`config.mk`:
```
export PLATFORM = sky130hd
export DESIGN_NAME = sha256_stream_hasher
export DESIGN_NICKNAME = d
export VERILOG_FILES = /design/src/rtl/shash_pkg.sv /design/src/rtl/shash_ctrl.sv /design/src/rtl/shash_datapath.sv /design/src/rtl/sha256_stream_hasher.sv
export SDC_FILE = /design/constraint.sdc
export NUM_CORES = 2
export LEC_CHECK = 0
export BUFFER_PORTS_ARGS = -buffer_cell sky130_fd_sc_hd__buf_2
export CAP_MARGIN = 20
export CORE_ASPECT_RATIO = 1.5
export CORE_UTILIZATION = 65
export DETAILED_ROUTE_END_ITERATION = 8
export PLACE_DENSITY = 0.91
export SETUP_SLACK_MARGIN = 0.3
export SLEW_MARGIN = 0
export SYNTH_ARGS = -nofsm -noshare
export SYNTH_HDL_FRONTEND = slang
export SYNTH_SLANG_ARGS = --single-unit
```
`constraint.sdc`:
```
create_clock -name clk -period 45.6 [get_ports clk]
set_input_delay 4.56 -clock clk [delete_from_list [all_inputs] [get_ports clk]]
set_output_delay 4.56 -clock clk [all_outputs]
set_load 0.03 [all_outputs]
```
`src/rtl/shash_pkg.sv`:
```
// Shared types and constants of the SHA-256 stream hasher.
package shash_pkg;

    localparam int unsigned WORD_W  = 32;
    localparam int unsigned BLOCK_W = 512;
    localparam int unsigned ROUNDS  = 64;

    localparam logic [7:0] PAD_BYTE     = 8'h80;
    localparam logic [5:0] LEN_POS      = 6'd56;
    localparam logic [2:0] MAX_BYTES    = 3'd4;

    localparam logic [31:0] ROUND_K [64] = '{
        32'h428a2f98, 32'h71374491, 32'hb5c0fbcf, 32'he9b5dba5,
        32'h3956c25b, 32'h59f111f1, 32'h923f82a4, 32'hab1c5ed5,
        32'hd807aa98, 32'h12835b01, 32'h243185be, 32'h550c7dc3,
        32'h72be5d74, 32'h80deb1fe, 32'h9bdc06a7, 32'hc19bf174,
        32'he49b69c1, 32'hefbe4786, 32'h0fc19dc6, 32'h240ca1cc,
        32'h2de92c6f, 32'h4a7484aa, 32'h5cb0a9dc, 32'h76f988da,
        32'h983e5152, 32'ha831c66d, 32'hb00327c8, 32'hbf597fc7,
        32'hc6e00bf3, 32'hd5a79147, 32'h06ca6351, 32'h14292967,
        32'h27b70a85, 32'h2e1b2138, 32'h4d2c6dfc, 32'h53380d13,
        32'h650a7354, 32'h766a0abb, 32'h81c2c92e, 32'h92722c85,
        32'ha2bfe8a1, 32'ha81a664b, 32'hc24b8b70, 32'hc76c51a3,
        32'hd192e819, 32'hd6990624, 32'hf40e3585, 32'h106aa070,
        32'h19a4c116, 32'h1e376c08, 32'h2748774c, 32'h34b0bcb5,
        32'h391c0cb3, 32'h4ed8aa4a, 32'h5b9cca4f, 32'h682e6ff3,
        32'h748f82ee, 32'h78a5636f, 32'h84c87814, 32'h8cc70208,
        32'h90befffa, 32'ha4506ceb, 32'hbef9a3f7, 32'hc67178f2
    };

    localparam logic [31:0] HASH_IV [8] = '{
        32'h6a09e667, 32'hbb67ae85, 32'h3c6ef372, 32'ha54ff53a,
        32'h510e527f, 32'h9b05688c, 32'h1f83d9ab, 32'h5be0cd19
    };

    typedef enum logic [1:0] {
        SEL_DATA,
        SEL_PAD,
        SEL_ZERO,
        SEL_LEN
    } byte_sel_t;

    typedef enum logic [3:0] {
        ST_IDLE,
        ST_DATA,
        ST_PAD,
        ST_ZERO,
        ST_LEN,
        ST_LOAD,
        ST_ROUND,
        ST_ADD,
        ST_DONE
    } ctrl_state_t;

    typedef struct packed {
        logic      accept;
        logic      push;
        byte_sel_t byte_sel;
        logic      load;
        logic      round;
        logic      add;
        logic      finish;
    } ctrl_cmd_t;

    typedef struct packed {
        logic cnt_zero;
        logic eom;
        logic block_full;
        logic at_len_pos;
        logic round_last;
        logic out_busy;
    } dp_status_t;

endpackage

```
`src/rtl/shash_ctrl.sv`:
```
// Sequencer for byte absorption, padding, compression and digest hand-off.
module shash_ctrl
    import shash_pkg::*;
(
    input  logic       clk,
    input  logic       rst_n,
    input  logic       in_valid,
    output logic       in_ready,
    input  dp_status_t status,
    output ctrl_cmd_t  cmd
);

    ctrl_state_t state_reg, state_next;
    ctrl_state_t ret_reg, ret_next;

    always_ff @(posedge clk or negedge rst_n)
    begin
        if (!rst_n)
        begin
            state_reg <= ST_IDLE;
            ret_reg   <= ST_IDLE;
        end
        else
        begin
            state_reg <= state_next;
            ret_reg   <= ret_next;
        end
    end

    always_comb
    begin
        state_next   = state_reg;
        ret_next     = ret_reg;
        cmd          = '0;
        cmd.byte_sel = SEL_DATA;
        in_ready     = 1'b0;
        case (state_reg)
            ST_IDLE:
            begin
                in_ready = 1'b1;
                if (in_valid)
                begin
                    cmd.accept = 1'b1;
                    state_next = ST_DATA;
                end
            end
            ST_DATA:
            begin
                if (status.cnt_zero)
                begin
                    state_next = status.eom ? ST_PAD : ST_IDLE;
                end
                else
                begin
                    cmd.push     = 1'b1;
                    cmd.byte_sel = SEL_DATA;
                    if (status.block_full)
                    begin
                        state_next = ST_LOAD;
                        ret_next   = ST_DATA;
                    end
                end
            end
            ST_PAD:
            begin
                cmd.push     = 1'b1;
                cmd.byte_sel = SEL_PAD;
                state_next   = status.block_full ? ST_LOAD : ST_ZERO;
                ret_next     = ST_ZERO;
            end
            ST_ZERO:
            begin
                // stop at the length field; a block that fills on zeros compresses first
                if (status.at_len_pos)
                begin
                    state_next = ST_LEN;
                end
                else
                begin
                    cmd.push     = 1'b1;
                    cmd.byte_sel = SEL_ZERO;
                    if (status.block_full)
                    begin
                        state_next = ST_LOAD;
                        ret_next   = ST_ZERO;
                    end
                end
            end
            ST_LEN:
            begin
                cmd.push     = 1'b1;
                cmd.byte_sel = SEL_LEN;
                if (status.block_full)
                begin
                    state_next = ST_LOAD;
                    ret_next   = ST_DONE;
                end
            end
            ST_LOAD:
            begin
                cmd.load   = 1'b1;
                state_next = ST_ROUND;
            end
            ST_ROUND:
            begin
                cmd.round = 1'b1;
                if (status.round_last)
                begin
                    state_next = ST_ADD;
                end
            end
            ST_ADD:
            begin
                cmd.add    = 1'b1;
                state_next = ret_reg;
            end
            ST_DONE:
            begin
                // hold the digest until the output register drains
                if (!status.out_busy)
                begin
                    cmd.finish = 1'b1;
                    state_next = ST_IDLE;
                end
            end
            default:
            begin
                state_next = ST_IDLE;
            end
        endcase
    end

    a_ready_only_idle: assert property (@(posedge clk) disable iff (!rst_n)
        in_ready |-> (state_reg == ST_IDLE))
        else $error("in_ready outside idle");

    a_round_to_add: assert property (@(posedge clk) disable iff (!rst_n)
        (state_reg == ST_ADD) |-> ($past(state_reg) == ST_ROUND))
        else $error("add without preceding round");

    a_len_returns_done: assert property (@(posedge clk) disable iff (!rst_n)
        (state_reg == ST_LEN && status.block_full) |=> (ret_reg == ST_DONE))
        else $error("final block not marked");

endmodule

```
`src/rtl/shash_datapath.sv`:
```
// Block buffer, message schedule, round logic, hash state and digest output register.
module shash_datapath
    import shash_pkg::*;
(
    input  logic        clk,
    input  logic        rst_n,
    input  ctrl_cmd_t   cmd,
    output dp_status_t  status,
    input  logic [31:0] data_word,
    input  logic [2:0]  byte_count,
    input  logic        end_of_message,
    output logic        out_valid,
    input  logic        out_ready,
    output logic [63:0] digest_part,
    output logic [1:0]  part_index,
    output logic        last_part
);

    function automatic logic [31:0] big_sig0(input logic [31:0] x);
        return {x[1:0], x[31:2]} ^ {x[12:0], x[31:13]} ^ {x[21:0], x[31:22]};
    endfunction

    function automatic logic [31:0] big_sig1(input logic [31:0] x);
        return {x[5:0], x[31:6]} ^ {x[10:0], x[31:11]} ^ {x[24:0], x[31:25]};
    endfunction

    function automatic logic [31:0] small_sig0(input logic [31:0] x);
        return {x[6:0], x[31:7]} ^ {x[17:0], x[31:18]} ^ (x >> 3);
    endfunction

    function automatic logic [31:0] small_sig1(input logic [31:0] x);
        return {x[16:0], x[31:17]} ^ {x[18:0], x[31:19]} ^ (x >> 10);
    endfunction

    logic [31:0]        word_reg, word_next;
    logic [2:0]         cnt_reg, cnt_next;
    logic               eom_reg, eom_next;
    logic [63:0]        bits_reg, bits_next;
    logic [5:0]         fill_reg, fill_next;
    logic [BLOCK_W-1:0] buf_reg, buf_next;
    logic [5:0]         rcnt_reg, rcnt_next;
    logic [31:0]        hash_reg [8];
    logic [31:0]        hash_next [8];
    logic [31:0]        var_reg [8];
    logic [31:0]        var_next [8];
    logic [255:0]       dig_reg, dig_next;
    logic [1:0]         part_reg, part_next;
    logic               busy_reg, busy_next;

    logic [2:0]  sat_cnt;
    logic [7:0]  len_byte;
    logic [7:0]  push_byte;
    logic [31:0] w0, w1, w9, w14, w_new;
    logic [31:0] t1, t2;
    logic        out_fire;

    assign sat_cnt  = (byte_count > MAX_BYTES) ? MAX_BYTES : byte_count;
    assign len_byte = 8'(bits_reg >> {~fill_reg[2:0], 3'b000});

    // schedule window: w0 is the word for this round, the rest are fixed taps
    assign w0    = buf_reg[511:480];
    assign w1    = buf_reg[479:448];
    assign w9    = buf_reg[223:192];
    assign w14   = buf_reg[63:32];
    assign w_new = small_sig1(w14) + w9 + small_sig0(w1) + w0;

    assign t1 = var_reg[7] + big_sig1(var_reg[4])
              + ((var_reg[4] & var_reg[5]) ^ (~var_reg[4] & var_reg[6]))
              + ROUND_K[rcnt_reg] + w0;
    assign t2 = big_sig0(var_reg[0])
              + ((var_reg[0] & var_reg[1]) ^ (var_reg[0] & var_reg[2])
                 ^ (var_reg[1] & var_reg[2]));

    assign out_fire = busy_reg && out_ready;

    always_comb
    begin
        case (cmd.byte_sel)
            SEL_DATA: push_byte = word_reg[31:24];
            SEL_PAD:  push_byte = PAD_BYTE;
            SEL_ZERO: push_byte = 8'h00;
            SEL_LEN:  push_byte = len_byte;
            default:  push_byte = 8'h00;
        endcase
    end

    always_comb
    begin
        word_next = word_reg;
        cnt_next  = cnt_reg;
        eom_next  = eom_reg;
        bits_next = bits_reg;
        fill_next = fill_reg;
        buf_next  = buf_reg;
        rcnt_next = rcnt_reg;
        hash_next = hash_reg;
        var_next  = var_reg;
        dig_next  = dig_reg;
        part_next = part_reg;
        busy_next = busy_reg;

        if (cmd.accept)
        begin
            word_next = data_word;
            cnt_next  = sat_cnt;
            eom_next  = end_of_message;
            bits_next = bits_reg + 64'({sat_cnt, 3'b000});
        end

        if (cmd.push)
        begin
            buf_next  = {buf_reg[BLOCK_W-9:0], push_byte};
            fill_next = fill_reg + 6'd1;
            if (cmd.byte_sel == SEL_DATA)
            begin
                word_next = {word_reg[23:0], 8'h00};
                cnt_next  = cnt_reg - 3'd1;
            end
        end

        if (cmd.load)
        begin
            var_next  = hash_reg;
            rcnt_next = '0;
        end

        if (cmd.round)
        begin
            buf_next    = {buf_reg[BLOCK_W-WORD_W-1:0], w_new};
            rcnt_next   = rcnt_reg + 6'd1;
            var_next[7] = var_reg[6];
            var_next[6] = var_reg[5];
            var_next[5] = var_reg[4];
            var_next[4] = var_reg[3] + t1;
            var_next[3] = var_reg[2];
            var_next[2] = var_reg[1];
            var_next[1] = var_reg[0];
            var_next[0] = t1 + t2;
        end

        if (cmd.add)
        begin
            for (int i = 0; i < 8; i++)
            begin
                hash_next[i] = hash_reg[i] + var_reg[i];
            end
        end

        if (out_fire)
        begin
            dig_next  = {dig_reg[191:0], 64'h0};
            part_next = part_reg + 2'd1;
            if (part_reg == 2'd3)
            begin
                busy_next = 1'b0;
            end
        end

        // hand the digest to the output register and start a fresh message
        if (cmd.finish)
        begin
            dig_next  = {hash_reg[0], hash_reg[1], hash_reg[2], hash_reg[3],
                         hash_reg[4], hash_reg[5], hash_reg[6], hash_reg[7]};
            part_next = '0;
            busy_next = 1'b1;
            hash_next = HASH_IV;
            bits_next = '0;
            fill_next = '0;
        end
    end

    always_ff @(posedge clk or negedge rst_n)
    begin
        if (!rst_n)
        begin
            cnt_reg  <= '0;
            eom_reg  <= 1'b0;
            bits_reg <= '0;
            fill_reg <= '0;
            rcnt_reg <= '0;
            hash_reg <= HASH_IV;
            part_reg <= '0;
            busy_reg <= 1'b0;
        end
        else
        begin
            cnt_reg  <= cnt_next;
            eom_reg  <= eom_next;
            bits_reg <= bits_next;
            fill_reg <= fill_next;
            rcnt_reg <= rcnt_next;
            hash_reg <= hash_next;
            part_reg <= part_next;
            busy_reg <= busy_next;
        end
    end

    always_ff @(posedge clk)
    begin
        word_reg <= word_next;
        buf_reg  <= buf_next;
        var_reg  <= var_next;
        dig_reg  <= dig_next;
    end

    assign status.cnt_zero   = (cnt_reg == 3'd0);
    assign status.eom        = eom_reg;
    assign status.block_full = (fill_reg == 6'd63);
    assign status.at_len_pos = (fill_reg == LEN_POS);
    assign status.round_last = (rcnt_reg == 6'(ROUNDS - 1));
    assign status.out_busy   = busy_reg;

    assign out_valid   = busy_reg;
    assign digest_part = dig_reg[255:192];
    assign part_index  = part_reg;
    assign last_part   = (part_reg == 2'd3);

    a_finish_block_empty: assert property (@(posedge clk) disable iff (!rst_n)
        cmd.finish |-> (fill_reg == 6'd0))
        else $error("finish with a partial block");

    a_finish_output_free: assert property (@(posedge clk) disable iff (!rst_n)
        cmd.finish |-> !busy_reg)
        else $error("digest overwritten before drained");

    a_add_after_all_rounds: assert property (@(posedge clk) disable iff (!rst_n)
        cmd.add |-> (rcnt_reg == 6'd0 && $past(cmd.round)))
        else $error("hash update before round 63 completed");

    a_data_push_has_bytes: assert property (@(posedge clk) disable iff (!rst_n)
        (cmd.push && cmd.byte_sel == SEL_DATA) |-> (cnt_reg != 3'd0))
        else $error("data byte pushed with none left");

endmodule

```
`src/rtl/sha256_stream_hasher.sv`:
```
// SHA-256 stream hasher top level: sequencer plus datapath.
// Input channel (in_valid/in_ready): each transaction carries data_word with
// byte_count leading bytes (first byte in bits 31..24; counts 5..7 act as 4)
// and end_of_message. Output channel (out_valid/out_ready): after a message
// ends, four transactions carry the digest, part_index 0..3, last_part on 3.
// Throughput: bytes are absorbed one per cycle while no block compresses;
// a new item is accepted only once all bytes of the previous one are in.
// Each completed 64-byte block is compressed by a load, 64 rounds at one
// round per cycle and a hash update; the round adder chain sets the clock.
// Padding pushes 0x80, zero fill and the 8 length bytes one per cycle as
// well (same pause); the last block compresses before part 0 is presented.
// The digest moves into its own output register, so the next message is
// accepted while the receiver still stalls; a later digest waits in the
// sequencer until the previous four parts are taken.
// Reset puts the hash words at the standard initial values, clears the
// length and fill counts and drops any pending output.
module sha256_stream_hasher
    import shash_pkg::*;
(
    input  logic        clk,
    input  logic        rst_n,
    input  logic        in_valid,
    output logic        in_ready,
    input  logic [31:0] data_word,
    input  logic [2:0]  byte_count,
    input  logic        end_of_message,
    output logic        out_valid,
    input  logic        out_ready,
    output logic [63:0] digest_part,
    output logic [1:0]  part_index,
    output logic        last_part
);

    ctrl_cmd_t  cmd;
    dp_status_t status;

    shash_ctrl u_ctrl (
        .clk      (clk),
        .rst_n    (rst_n),
        .in_valid (in_valid),
        .in_ready (in_ready),
        .status   (status),
        .cmd      (cmd)
    );

    shash_datapath u_datapath (
        .clk            (clk),
        .rst_n          (rst_n),
        .cmd            (cmd),
        .status         (status),
        .data_word      (data_word),
        .byte_count     (byte_count),
        .end_of_message (end_of_message),
        .out_valid      (out_valid),
        .out_ready      (out_ready),
        .digest_part    (digest_part),
        .part_index     (part_index),
        .last_part      (last_part)
    );

endmodule
```
* Word-level counts from Yosys, hierarchy flattened
Memories as Yosys holds them, arrays and structs flattened.
Index checks and enable logic that the tools add are counted.
** Storage, ports and cells
- Bits in writable memories :: 0
- Memories kept :: 1
- Bits in registers :: 1403
- Word-level logic and storage cells :: 167
- Output and inout port bits :: 69
- Memory bits (read-only) :: 2048
- Latch bits :: 0
** Memory list
- (no name shown) :: words 64, width 32, read ports 1, clocked after Yosys merged registers in 0, write ports 0, line shash_datapath.sv:69 : + ROUND_K[rcnt_reg] + w0;
** Cells by class
- Reductions and logical operators :: 15
- Add/sub/neg operators :: 23
- Multipliers :: 0
- Shift-type cells :: 1
- Divide/modulo/power cells :: 0
- $lt $le $gt $ge :: 2
- Eq/ne operators :: 23
- Bitwise gates (word level) :: 19
- Multiplexer cells :: 55
** Operators with widths (count)
- 256-bit 2-to-1 mux :: 6
- 512-bit 2-to-1 mux :: 2
- 32-bit adder :: 18
- 32-bit XOR :: 9
- 32-bit bitwise AND :: 5
- 32-bit 2-to-1 mux :: 5
- 64-bit 2-to-1 mux :: 2
- 64-bit by 6-bit adder with 64-bit output :: 1
- 64-bit by 6-bit >> shifter with 8-bit output :: 1
- 4-bit 2-to-1 mux :: 11
- 4-bit case mux with 9 select lines :: 1
- 32-bit NOT :: 1
- 8-bit case mux with 4 select lines :: 1
- 32-bit by 22-bit XOR with 32-bit output :: 1
- 32-bit by 29-bit XOR with 32-bit output :: 1
- 6-bit 2-to-1 mux :: 4
- 3-bit 2-to-1 mux :: 7
- 6-bit equality test (second input constant) :: 3
- 4-bit by 3-bit equality test with 1-bit output (second input constant) :: 4
- 4-bit case mux with 4 select lines :: 1
- 2-bit nonzero test :: 7
- 6-bit by 1-bit adder with 6-bit output (second input constant) :: 2
- 3-bit case mux with 4 select lines :: 1
- 1-bit 2-to-1 mux :: 11
- other kinds (22) :: 33

* Longest topological paths before layout
- Depth after elaboration :: 8
- Depth in mapped cells :: 40
- Mapped depth without buffers :: 39

* Cells and area by module
Synthesis repeated with hierarchy kept, for this count alone.
** Unflattened totals
- Cells, all modules :: 7711
- Area total of the unflattened synthesis :: 87497.7 µm²
** By module, submodules not included
- shash_datapath :: area each 86880.8 µm², instances 1, cells an instance 7637
- shash_ctrl :: area each 616.8 µm², instances 1, cells an instance 74

* Worst setup path before layout
Ideal clock, no wire load.
- Path kind :: register to register
- Start point :: register u_datapath.fill_reg[1]
- End point :: register u_datapath.buf_reg[0], enable pin
- Data arrival time :: 37.374 ns
- Stages on the path, launching flop included :: 10
- Path buffers :: 2
- Setup slack :: 6.130 ns
- Path through :: dfrtp_1 > clkbuf_1 > buf_1 > inv_1 > ha_1 > and3b_1 > inv_1 > a21oi_1 > o22a_1 > o21ai_0
** On the way
- Longest elaborated chain between the ends :: 4
** Ends and longest elaborated chain
- from (decl) :: line shash_datapath.sv:39 : logic [5:0] fill_reg, fill_next;
- from (signal assigned) :: line shash_datapath.sv:190 : fill_reg <= fill_next;
- 6-bit equality test :: line shash_datapath.sv:209 : assign status.at_len_pos = (fill_reg == LEN_POS);
- 3-bit 2-to-1 mux :: line shash_ctrl.sv:74 : if (status.at_len_pos)
- 3-bit case mux with 4 select lines :: line shash_ctrl.sv:37 : case (state_reg)
- 2-bit nonzero test (no line)
- to (signal assigned) :: line shash_datapath.sv:201 : buf_reg <= buf_next;
- to (decl) :: line shash_datapath.sv:40 : logic [BLOCK_W-1:0] buf_reg, buf_next;
No other way between the ends.
A chain may end at the register's enable or synchronous reset.

==> flow_summary.json <==
{
  "grt_usage": 0.4236,
  "drtPass1Iterations": 6,
  "yosysTopAreaCell": "edfxtp_1",
  "synth_cells": 9184,
  "initial_core_util": 0.6566,
  "core-area_um2": 130100,
  "synth-seq-area-share": 0.4698,
  "setup_viol": 0,
  "gr-total-overflow": 0,
  "yosysWarnings": 0,
  "numCtsBuffers": 135,
  "syn_area_per_cell_um2": 9.304,
  "synth-seq-cells": 1399,
  "die_h_um": 446.1,
  "ys.flop_type": "edfxtp_1",
  "synth_edf_count": 1024,
  "synth_most_common_cell": "nand2_1",
  "synth_top_cells_by_count": "nand2_1, edfxtp_1, a21oi_1, clkbuf_1, o21ai_0",
  "hpwl_um": 197200,
  "grt_pass1_vias": 68720,
  "yosys-top-cells-area": "edfxtp_1, nand2_1, dfrtp_1",
  "drt_iter0_markers": 8129,
  "num_vias": 69000,
  "drc": 0,
  "max_stage_delay_ps": 770,
  "hp-class": "flip-flop to flip-flop",
  "largest_reg_flops": 512,
  "fillers": 9425,
  "gp_congestion": 1.037,
  "cp_max_fo": 83,
  "cp.required_ps": 46160,
  "synthArstFlopShare": 0.2452,
  "cp_data_arrival_time_ps": 10940,
  "clk-insertion-delay-late_ps": 850,
  "drtAntennaViolNets": 0,
  "cts_resized": 0,
  "period_share": 0.2277,
  "max_cap_violations": 0,
  "layout.cells.non_filler": 10790,
  "cts.sinks": 1399,
  "status": "completed",
  "grt_max_degree": 255,
  "fmax_ghz": 0.09631,
  "crit_slowest_cell": "buf_4",
  "synth_top_cell_area_share": 0.3599,
  "cts_tree": "built",
  "row_count": 162,
  "areaGrowthSynthToFinish_pct": 6.444,
  "io_buffer_count": 108,
  "die_x_um": 298.0,
  "die_area_um2": 132900,
  "cts_setup_buffers": 0,
  "fin_nets": 9589,
  "yosysUniqueCellTypes": 93,
  "cp-start-kind": "flip-flop",
  "finalHoldViolations": 0,
  "relSlewSlack": 0.1763,
  "cpMostUsedCell": "fa_1",
  "path_clk_slew_ps": 70,
  "skew_ps": 49.50,
  "finalMaxSlewViolations": 0,
  "setup_tns_ps": 0,
  "clockBufferDepth": 3,
  "worst_slew_pin_slew_ps": 1236,
  "cts-root-buf": "clkbuf_16",
  "antenna_found_initial": 7,
  "dp_cells": 10530,
  "netlist_area_um2": 85450,
  "rsz0062_at_grt": "no",
  "syn-num-nets": 9822,
  "ioPinCount": 109,
  "cp-end-kind": "flip-flop",
  "wl_um": 281300,
  "ctsHoldBuffers": 0,
  "fin_crit_ps": 10380,
  "vias_per_cell": 6.395,
  "critPathKind": "flip-flop to flip-flop",
  "cts_max_level": 4,
  "drive_gt1_frac": 0.06698,
  "wl_per_cell_um": 26.07,
  "grt_pass1_wl_um": 417400
}
layout by cell type, fill, tap and decap left out, types with 44 or more instances in the layout:
master,count
edfxtp_1,1024
nand3_1,89
nand2_1,3046
buf_2,107
a21o_1,165
a211oi_1,47
xnor2_1,389
a21oi_1,506
nor3_1,68
nor2b_1,55
dfrtp_1,203
nand2b_1,71
mux2i_1,44
clkbuf_16,141
o21a_1,45
and2_1,77
buf_4,76
inv_1,304
o21ai_0,436
dfstp_2,136
a31oi_1,65
nor2_1,413
fa_1,196
xor2_1,240
ha_1,402
worst paths after layout:
| path | startpoint | slack [ps] | endpoint | cells past startpoint |
|---|---|---|---|---|
| worst max-delay path | u_datapath.rcnt_reg[2] | 35220 | u_datapath.var_reg[255] | 32 |
| worst min-delay path | u_datapath.word_reg[6] | 460 | u_datapath.word_reg[6] | 2 |
| worst max register to register | u_datapath.rcnt_reg[2] | 35220 | u_datapath.var_reg[255] | 32 |
| worst min register to register | u_datapath.word_reg[6] | 460 | u_datapath.word_reg[6] | 2 |
| max in group asynchronous | rst_n | 39650 | u_datapath.hash_reg[31] | 3 |
| min in group asynchronous | rst_n | 3740 | u_datapath.hash_reg[196] | 1 |
cell families after synthesis:
kind of cell    count (synthesis)  synth area share
xor+xnor                      630           0.06466
flops                        1399            0.4698
compound gates               1585            0.1138
fa+ha+maj                     624            0.1078
simple gates                 4002            0.1908
buf+inv                       867           0.04100
mux                            77           0.01214
critical path, delay by kind of cell (launching register included):
kind                     cells  cell delay (ps)
AO/OA/AOI/OAI               14             3890
adder cells (fa/ha/maj)      7             3320
buffers and inverters        4              910
flip-flops                   1              760
XOR/XNOR                     3              680
AND/OR/NAND/NOR              4              520
metrics by stage:
stage / instance area (µm²) / setup slack, ps / hold slack (ps) / utilization
floorplan: 85450 / 6130 / 436.7 / -
CTS: 90910 / 35370 / 457.4 / 0.6986
global placement: 86530 / 35380 / 442.2 / 0.6650
finish: 90950 / 35220 / 456.9 / 0.6990
global route: 90950 / 34900 / 478.7 / 0.6989
detailed placement: 86540 / 35400 / 449.0 / 0.6650
layout make-up:
type / count / area (µm²) / area share
clock inverter: 62 / 584.3 / 0.006424
inverter: 306 / 1156 / 0.01271
antenna: 4 / 10.01 / 0.0001101
tap: 1722 / 2155 / 0.02369
clock buffer: 187 / 3791 / 0.04168
timing repair buffer: 191 / 1236 / 0.01359
multi-input combinational: 6918 / 41870 / 0.4604
sequential: 1399 / 40150 / 0.4414
layer usage:
layer,share of wire,vias to the layer above,global-route usage
li1,-,30600,-
met1,0.32,32860,0.4421
met2,0.48,4209,0.7006
met3,0.084,1320,0.08624
met4,0.12,6,0.4264
met5,0.00015,-,0
Power is not shown: default switching activity piles up to over one toggle a cycle in this logic, so the estimate is an artifact.
